File: src/design/rc5_pkg.sv
// Shared types and constants for the RC5/RC5X wired frame transmitter.
// Used by the front queue, the back engine and the top level.
package rc5_pkg;

  localparam int FRAME_W = 20;
  localparam int PLAIN_LEN = 14;
  localparam int EXT_LEN = 20;
  localparam int PAUSE_AFTER_BIT = 12;
  localparam int TOGGLE_POS_EXT = 17;
  localparam int TOGGLE_POS_PLAIN = 11;

  localparam logic [15:0] HALF_BIT_RESET = 16'd889;
  localparam logic [17:0] PAUSE_RESET = 18'd3556;
  localparam logic [19:0] GAP_RESET = 20'd89000;

  localparam logic OP_TICK = 1'b0;
  localparam logic OP_SEND = 1'b1;

  typedef enum logic [1:0] {
    CFG_HALF_BIT = 2'd0,
    CFG_PAUSE    = 2'd1,
    CFG_GAP      = 2'd2
  } cfg_idx_t;

  typedef enum logic [1:0] {
    PH_IDLE  = 2'd0,
    PH_BITS  = 2'd1,
    PH_PAUSE = 2'd2,
    PH_GAP   = 2'd3
  } phase_t;

  typedef logic [FRAME_W-1:0] frame_t;
  typedef logic [4:0] bit_idx_t;

  typedef struct packed {
    logic [15:0] half_bit_ticks;
    logic [17:0] pause_ticks;
    logic [19:0] gap_ticks;
  } cfg_regs_t;

  // One classified transaction waiting for the back engine. The frame has its
  // toggle bit clear; the engine inserts the kept toggle when it takes it.
  typedef struct packed {
    logic       is_send;
    logic       ext;
    frame_t     frame;
    logic [7:0] reps;
  } q_entry_t;

endpackage

File: src/design/rc5_front.sv
// Front part: accepts input transactions, classifies them and builds the
// frame word, then holds them in a two-entry queue. Depends on rc5_pkg.
module rc5_front
  import rc5_pkg::*;
(
  input  logic       clk,
  input  logic       rst,
  input  logic       item_valid,
  output logic       item_ready,
  input  logic       operation,
  input  logic [4:0] address,
  input  logic [6:0] command,
  input  logic [5:0] extension,
  input  logic       extended,
  input  logic [7:0] repeat_count,
  output logic       q_valid,
  input  logic       q_ready,
  output q_entry_t   q_data
);

  localparam int QDEPTH = 2;
  localparam int PW = $clog2(QDEPTH);

  q_entry_t        entries [QDEPTH];
  logic [PW-1:0]   wr_ptr;
  logic [PW-1:0]   rd_ptr;
  logic [PW:0]     count;
  q_entry_t        entry_in;
  logic            push;
  logic            pop;

  always_comb begin
    entry_in.is_send = (operation == OP_SEND);
    entry_in.ext = extended;
    entry_in.reps = repeat_count;
    if (extended) begin
      // S2 carries the inverted command bit 6 in an extended frame.
      entry_in.frame = {1'b1, ~command[6], 1'b0, address, command[5:0], extension};
    end else begin
      entry_in.frame = {6'd0, 1'b1, 1'b1, 1'b0, address, command[5:0]};
    end
  end

  assign item_ready = (count != (PW + 1)'(QDEPTH));
  assign q_valid = (count != '0);
  assign q_data = entries[rd_ptr];
  assign push = item_valid && item_ready;
  assign pop = q_valid && q_ready;

  always_ff @(posedge clk) begin
    if (push) begin
      entries[wr_ptr] <= entry_in;
    end
  end

  // Pointers wrap naturally because the depth is a power of two.
  always_ff @(posedge clk) begin
    if (rst) begin
      wr_ptr <= '0;
      rd_ptr <= '0;
      count <= '0;
    end else begin
      if (push) begin
        wr_ptr <= wr_ptr + 1'b1;
      end
      if (pop) begin
        rd_ptr <= rd_ptr + 1'b1;
      end
      if (push && !pop) begin
        count <= count + 1'b1;
      end else if (pop && !push) begin
        count <= count - 1'b1;
      end
    end
  end

endmodule

File: src/design/rc5_back.sv
// Back part: serializer and timer engine running one queued transaction per cycle
// unless a held result stalls it, plus the result register. Depends on rc5_pkg.
module rc5_back
  import rc5_pkg::*;
#(
  parameter int TIMER_WIDTH = 20
) (
  input  logic      clk,
  input  logic      rst,
  input  cfg_regs_t cfg,
  input  logic      q_valid,
  output logic      q_ready,
  input  q_entry_t  q_data,
  output logic      result_valid,
  input  logic      result_ready,
  output logic      line_level,
  output logic      busy_res,
  output logic      accepted
);

  typedef logic [TIMER_WIDTH-1:0] tmr_t;

  localparam int WW = (TIMER_WIDTH > FRAME_W) ? TIMER_WIDTH : FRAME_W;
  localparam logic [WW-1:0] TMAX = WW'({TIMER_WIDTH{1'b1}});

  frame_t     frame_shift, frame_shift_next;
  bit_idx_t   bit_index, bit_index_next;
  logic       second_half, second_half_next;
  tmr_t       tick_count, tick_count_next;
  phase_t     phase, phase_next;
  logic [7:0] repeats_left, repeats_left_next;
  logic       toggle_state, toggle_state_next;
  logic       frame_is_ext, frame_is_ext_next;
  logic       line_reg, line_reg_next;

  logic       take;
  logic       acc_now;
  tmr_t       half_load;
  tmr_t       pause_load;
  tmr_t       gap_load;
  logic [WW-1:0] pause_w;
  logic [WW-1:0] gap_w;
  logic [15:0] half_raw;

  assign take = q_valid && (!result_valid || result_ready);
  assign q_ready = !result_valid || result_ready;

  // Segment lengths: pause and gap are saturated to the timer width; a zero half-bit length becomes one.
  always_comb begin
    half_raw = (cfg.half_bit_ticks == 16'd0) ? 16'd1 : cfg.half_bit_ticks;
    half_load = tmr_t'(half_raw);
    pause_w = WW'(cfg.pause_ticks);
    gap_w = WW'(cfg.gap_ticks);
    pause_load = (pause_w > TMAX) ? tmr_t'(TMAX) : tmr_t'(pause_w);
    gap_load = (gap_w > TMAX) ? tmr_t'(TMAX) : tmr_t'(gap_w);
  end

  // Next state. One segment end can ripple through the end of a frame, an
  // empty gap and the start of the next repeat in the same transaction.
  always_comb begin
    logic do_next_bit;
    logic do_end_frame;
    logic do_end_gap;
    logic do_start;
    tmr_t dec;

    frame_shift_next = frame_shift;
    bit_index_next = bit_index;
    second_half_next = second_half;
    tick_count_next = tick_count;
    phase_next = phase;
    repeats_left_next = repeats_left;
    toggle_state_next = toggle_state;
    frame_is_ext_next = frame_is_ext;
    line_reg_next = line_reg;
    acc_now = 1'b0;
    do_next_bit = 1'b0;
    do_end_frame = 1'b0;
    do_end_gap = 1'b0;
    do_start = 1'b0;
    dec = tick_count - 1'b1;

    if (take) begin
      if (!q_data.is_send) begin
        if (phase != PH_IDLE) begin
          tick_count_next = dec;
          if (dec == '0) begin
            unique case (phase)
              PH_BITS: begin
                if (!second_half) begin
                  second_half_next = 1'b1;
                  line_reg_next = frame_shift[bit_index];
                  tick_count_next = half_load;
                end else if (frame_is_ext &&
                             bit_index == bit_idx_t'(PAUSE_AFTER_BIT) &&
                             cfg.pause_ticks != '0) begin
                  phase_next = PH_PAUSE;
                  tick_count_next = pause_load;
                end else begin
                  do_next_bit = 1'b1;
                end
              end
              PH_PAUSE: do_next_bit = 1'b1;
              PH_GAP:   do_end_gap = 1'b1;
              default:  ;
            endcase
          end
        end
      end else if (phase == PH_IDLE) begin
        acc_now = 1'b1;
        toggle_state_next = ~toggle_state;
        frame_is_ext_next = q_data.ext;
        frame_shift_next = q_data.frame;
        if (q_data.ext) begin
          frame_shift_next[TOGGLE_POS_EXT] = ~toggle_state;
        end else begin
          frame_shift_next[TOGGLE_POS_PLAIN] = ~toggle_state;
        end
        repeats_left_next = q_data.reps;
        do_start = (q_data.reps != 8'd0);
      end
    end

    if (do_next_bit) begin
      if (bit_index == '0) begin
        do_end_frame = 1'b1;
      end else begin
        bit_index_next = bit_index - 1'b1;
        second_half_next = 1'b0;
        line_reg_next = ~frame_shift[bit_index - 1'b1];
        tick_count_next = half_load;
        phase_next = PH_BITS;
      end
    end

    if (do_end_frame) begin
      line_reg_next = 1'b0;
      phase_next = PH_GAP;
      tick_count_next = gap_load;
      if (gap_load == '0) begin
        do_end_gap = 1'b1;
      end
    end

    if (do_end_gap) begin
      repeats_left_next = repeats_left - 1'b1;
      if (repeats_left_next != 8'd0) begin
        do_start = 1'b1;
      end else begin
        phase_next = PH_IDLE;
        tick_count_next = '0;
        line_reg_next = 1'b0;
      end
    end

    if (do_start) begin
      bit_index_next = frame_is_ext_next ? bit_idx_t'(EXT_LEN - 1)
                                         : bit_idx_t'(PLAIN_LEN - 1);
      second_half_next = 1'b0;
      line_reg_next = ~frame_shift_next[bit_index_next];
      tick_count_next = half_load;
      phase_next = PH_BITS;
    end
  end

  always_ff @(posedge clk) begin
    if (rst) begin
      frame_shift <= '0;
      bit_index <= '0;
      second_half <= 1'b0;
      tick_count <= '0;
      phase <= PH_IDLE;
      repeats_left <= '0;
      toggle_state <= 1'b0;
      frame_is_ext <= 1'b0;
      line_reg <= 1'b0;
    end else begin
      frame_shift <= frame_shift_next;
      bit_index <= bit_index_next;
      second_half <= second_half_next;
      tick_count <= tick_count_next;
      phase <= phase_next;
      repeats_left <= repeats_left_next;
      toggle_state <= toggle_state_next;
      frame_is_ext <= frame_is_ext_next;
      line_reg <= line_reg_next;
    end
  end

  // Result register; it reports the state after the transaction's update.
  always_ff @(posedge clk) begin
    if (rst) begin
      result_valid <= 1'b0;
    end else if (take) begin
      result_valid <= 1'b1;
    end else if (result_ready) begin
      result_valid <= 1'b0;
    end
  end

  always_ff @(posedge clk) begin
    if (take) begin
      line_level <= line_reg_next;
      busy_res <= (phase_next != PH_IDLE);
      accepted <= acc_now;
    end
  end

endmodule

File: src/design/rc5_wired_frame_transmitter.sv
// Top level of the RC5/RC5X wired frame transmitter: configuration registers,
// the front queue (rc5_front) and the back engine (rc5_back). Uses rc5_pkg.
//
//   Channel   Handshake                   Payload
//   item      item_valid / item_ready     operation, address, command,
//                                         extension, extended, repeat_count
//   result    result_valid / result_ready line_level, busy_res, accepted
//   cfg       cfg_valid / cfg_ready       cfg_index, cfg_data
//
// One item per cycle is sustained while results are taken; an accepted item
// passes through a queue entry and then the result register to its result.
// The rate is set by the combined timer and serializer update.
// Reset clears control and engine state and loads the default timing registers.
// A held result stalls the engine; the two-entry queue keeps taking items
// until it is full. cfg_ready is always high.
module rc5_wired_frame_transmitter
  import rc5_pkg::*;
#(
  parameter int TIMER_WIDTH = 20
) (
  input  logic        clk,
  input  logic        rst,
  input  logic        item_valid,
  output logic        item_ready,
  input  logic        operation,
  input  logic [4:0]  address,
  input  logic [6:0]  command,
  input  logic [5:0]  extension,
  input  logic        extended,
  input  logic [7:0]  repeat_count,
  output logic        result_valid,
  input  logic        result_ready,
  output logic        line_level,
  output logic        busy_res,
  output logic        accepted,
  input  logic        cfg_valid,
  output logic        cfg_ready,
  input  logic [1:0]  cfg_index,
  input  logic [19:0] cfg_data
);

  cfg_regs_t cfg;
  logic      q_valid;
  logic      q_ready;
  q_entry_t  q_data;

  assign cfg_ready = 1'b1;

  always_ff @(posedge clk) begin
    if (rst) begin
      cfg.half_bit_ticks <= HALF_BIT_RESET;
      cfg.pause_ticks <= PAUSE_RESET;
      cfg.gap_ticks <= GAP_RESET;
    end else if (cfg_valid && cfg_ready) begin
      unique case (cfg_index)
        CFG_HALF_BIT: cfg.half_bit_ticks <= cfg_data[15:0];
        CFG_PAUSE:    cfg.pause_ticks <= cfg_data[17:0];
        CFG_GAP:      cfg.gap_ticks <= cfg_data;
        default:      ;
      endcase
    end
  end

  rc5_front u_front (
    .clk          (clk),
    .rst          (rst),
    .item_valid   (item_valid),
    .item_ready   (item_ready),
    .operation    (operation),
    .address      (address),
    .command      (command),
    .extension    (extension),
    .extended     (extended),
    .repeat_count (repeat_count),
    .q_valid      (q_valid),
    .q_ready      (q_ready),
    .q_data       (q_data)
  );

  rc5_back #(
    .TIMER_WIDTH (TIMER_WIDTH)
  ) u_back (
    .clk          (clk),
    .rst          (rst),
    .cfg          (cfg),
    .q_valid      (q_valid),
    .q_ready      (q_ready),
    .q_data       (q_data),
    .result_valid (result_valid),
    .result_ready (result_ready),
    .line_level   (line_level),
    .busy_res     (busy_res),
    .accepted     (accepted)
  );

endmodule

File: config.mk
export PLATFORM = sky130hd
export DESIGN_NAME = rc5_wired_frame_transmitter
export DESIGN_NICKNAME = d
export VERILOG_FILES = /design/src/design/rc5_pkg.sv /design/src/design/rc5_front.sv /design/src/design/rc5_back.sv /design/src/design/rc5_wired_frame_transmitter.sv
export SDC_FILE = /design/constraint.sdc
export NUM_CORES = 1
export LEC_CHECK = 0
export BUFFER_PORTS_ARGS = -buffer_cell sky130_fd_sc_hd__buf_2
export CAP_MARGIN = 20
export CORE_MARGIN = 8
export CORE_UTILIZATION = 55
export DETAILED_ROUTE_END_ITERATION = 7
export GPL_ROUTABILITY_DRIVEN = 0
export PLACE_DENSITY_LB_ADDON = 0.1
export SLEW_MARGIN = 20
export SYNTH_ARGS = -nofsm -noshare
export SYNTH_HDL_FRONTEND = slang
export SYNTH_SLANG_ARGS = --single-unit
File: constraint.sdc
create_clock -name clk -period 7.8 [get_ports clk]
set_clock_uncertainty 0.1 [all_clocks]
set_input_delay 0.39 -clock clk [delete_from_list [all_inputs] [get_ports clk]]
set_output_delay 0.39 -clock clk [all_outputs]
set_load 0.05 [all_outputs]
==> impl_metrics.csv <==
group,metric,value,unit
grt,grt.overflow.total,0,
logic_synthesis,synth-edff-count,59,
die,row_count,47,
finish,final_common_cell,"nand2_1",
clock_network,clk_latency,0.43,ns
finish,largest_reg_flops,56,
clock_network,ctsResizeCount,0,
die,core-area,16290,um^2
die,die_h,144.0,um
logic_synthesis,syn_avg_cell_area,9.511,um^2
power,power_frac_clock,23.3,%
logic_synthesis,yosysUniqueCellTypes,85,
drt,drt_iter0_drc,632,
critical_path,start_kind,"flop",
power,p_sw,1371,uW
timing,slew_viol_final,0,
status,status,"finished, final reports clean",
finish,layout_common_cells,"nand2_1 (146), dfxtp_1 (118), nor2_1 (76), a21oi_1 (72)",
critical_path,worstPathRequired,8.02,ns
timing,period_needed,4.345,ns
place,post-place-ws,3.460,ns
logic_synthesis,yosys_most_used_dff,"dfxtp_1",
hold_path,hold_path_depth,1,
power,switching_share,38.94,%
timing,finalCritPeriodShare,55.70,%
timing,grt_setup_unrepaired,"false",
drt,first_pass_iters,5,
clock_network,cts.sinks,178,
logic_synthesis,synth_area,9016,um^2
logic_synthesis,syn-instance-count,948,
finish,multi_input_area,4526,um^2
flow_run,drv_cap,0,
place,place_hpwl,16400,um
finish,fillCellCount,1446,
clock_network,cts.path.max_buffers,2,
grt,antenna_found_initial,0,
die,initial_utilization,55.35,%
power,ir_drop,189.1,uV
grt,grt_max_degree,104,
finish,area_delta_synth_final,10.17,%
die,io_pins,61,
logic_synthesis,syn-num-nets,1014,
critical_path,reg2reg_depth,9,
clock_network,clk_pin_slew,0.07,ns
drt,wire_per_inst,19.07,um
critical_path,cp_max_fo,33,
finish,ff_latch_area,4155,um^2
timing,max-slew-margin-rel,28.75,%
logic_synthesis,synth_top_area_share,26.42,%
grt,grt_pass1_wl,37140,um
critical_path,path_class,"reg -> reg",
die,die_area,20750,um^2
timing,max_freq,230.2,MHz
drt,num_vias,7391,
power,intPower,2150,uW
place,place_area,9369,um^2
finish,utilization,60.98,%
die,die_w,144.0,um
logic_synthesis,ys_top_cells_by_area,"dfxtp_1 (26%), edfxtp_1 (20%), nand2_1 (6.1%)",
finish,n_antenna_cell,0,
timing,finalSetupViolCount,0,
clock_network,htree_levels,4,
hold_path,hp-class,"in -> reg",
logic_synthesis,synth-async-reset-ratio,0,%
clock_network,cts-hold-fix-buffers,0,
drt,vias_per_cell,6.118,
clock_network,cts_setup_buffers,0,
hold_path,min_from,"repeat_count[1]",
clock_network,cts_inserted_buffers,17,
logic_synthesis,yosysTopAreaCell,"dfxtp_1",
clock_network,cts_root_buffer,"clkbuf_16",
timing,hold_viol_final,0,
grt,grt_pass1_vias,7007,
critical_path,endpoint_kind,"flop",
power,pwr-share-comb,39.0,%
logic_synthesis,ys.warnings.count,0,
power,totalPowerFinal,3522,uW
finish,top_register,"u_front.entries",
power,seq_power_share,37.7,%
timing,timing.final.ws_setup,3.455,ns
drt,detail_route.wirelength,23030,um
logic_synthesis,ys_ff_latch,178,
finish,largest_registers,"u_front.entries: 56 flops, cfg: 54 flops",
place,portBuffers,59,
drt,route.detailed.drc,0,
grt,track_usage,23.17,%
clock_network,cts_tree,"done",
power,power-per-cell-area,354.5,nW/um^2
finish,drive_gt1_share,15.79,%
drt,antenna_left,0,
logic_synthesis,yosysSeqAreaShare,46.07,%
power,power_leakage,0.003536,uW
critical_path,worstPathArrival,4.57,ns
timing,tns,0,ns
finish,design_area,9933,um^2
finish,fin_nets,1041,
timing,tightest_slew,1.069,ns
## worst max-delay path, stage by stage, from the launching register on
cell and delay [ns]:
dfxtp_2 0.92, mux2_2 0.45, or4_1 0.76, nor3_1 0.28, o21ai_0 0.18, a2111oi_4 0.65
nor3_2 0.20, nand2_1 0.31, a211oi_1 0.08, a221o_1 0.29
## stage by stage
step,hold slack (ns),std cells
final,0.04116,1208
after global routing,0.02929,1208
after CTS,0.02012,1208
after floorplan,0.3415,948
after detailed placement,0.3578,1176
after global placement,0.3574,1176
## power by group through the flow
stage,clock (uW),combinational [uW],sequential (uW)
4_1_cts,836,1370,1330
5_1_grt,874,1500,1350
3_3_place_gp,0,1360,1350
6_report,821,1370,1330
3_5_place_dp,0,1360,1350
2_1_floorplan,0,1110,1280
## path summary, 6_finish.rpt
kind | endpoint | slack (ns)
worst max register to register | u_back.tick_count[8]$_SDFF_PP0_ | 3.46
worst max-delay path | u_back.tick_count[8]$_SDFF_PP0_ | 3.46
worst min-delay path | u_front.entries[0][1]$_DFFE_PP_ | 0.04
worst min register to register | cfg[38]$_SDFFE_PP1P_ | 0.38
## Yosys cell counts, drive strengths merged, types with 14 or more instances
library cell / count
xnor2: 16
edfxtp: 59
nand3b: 27
o21ai: 26
nand2: 147
a211oi: 25
o22ai: 15
nand4: 14
mux2i: 34
nor3: 27
clkbuf: 40
nor2: 78
nor4: 29
a21oi: 72
inv: 21
buf: 17
dfxtp: 119
## routing by layer
layer | track usage, % | wire length (um) | vias up
li1 | - | - | 3532
met1 | 28.04 | 9560 | 3532
met2 | 39.43 | 11520 | 262
met5 | 0 | 0 | -
met3 | 3.764 | 1104 | 65
met4 | 11.29 | 851 | 0
## final cells by class
class | instances | area share, %
clock buffers | 19 | 4.358
well taps | 220 | 2.771
inverters | 21 | 0.7936
multi-input cells | 692 | 45.56
repair buffers | 65 | 3.426
flip-flops and latches | 178 | 41.83
clock inverters | 13 | 1.260
## cells by family (layout without fill, tap and decap cells)
group                    count (synthesis)  count (layout)  share of synthesized area (%)
AO/OA/AOI/OAI                          205             205                          15.40
XOR/XNOR                                25              25                          2.429
adder cells (fa/ha/maj)                 11              11                          1.526
buffers and inverters                   78             118                          4.025
flip-flops                             178             178                          46.07
multiplexers                            57              57                          8.021
other                                    1               1                        0.04159
AND/OR/NAND/NOR                        393             393                          22.48
Note: power is estimated with default switching activity, not from simulation.
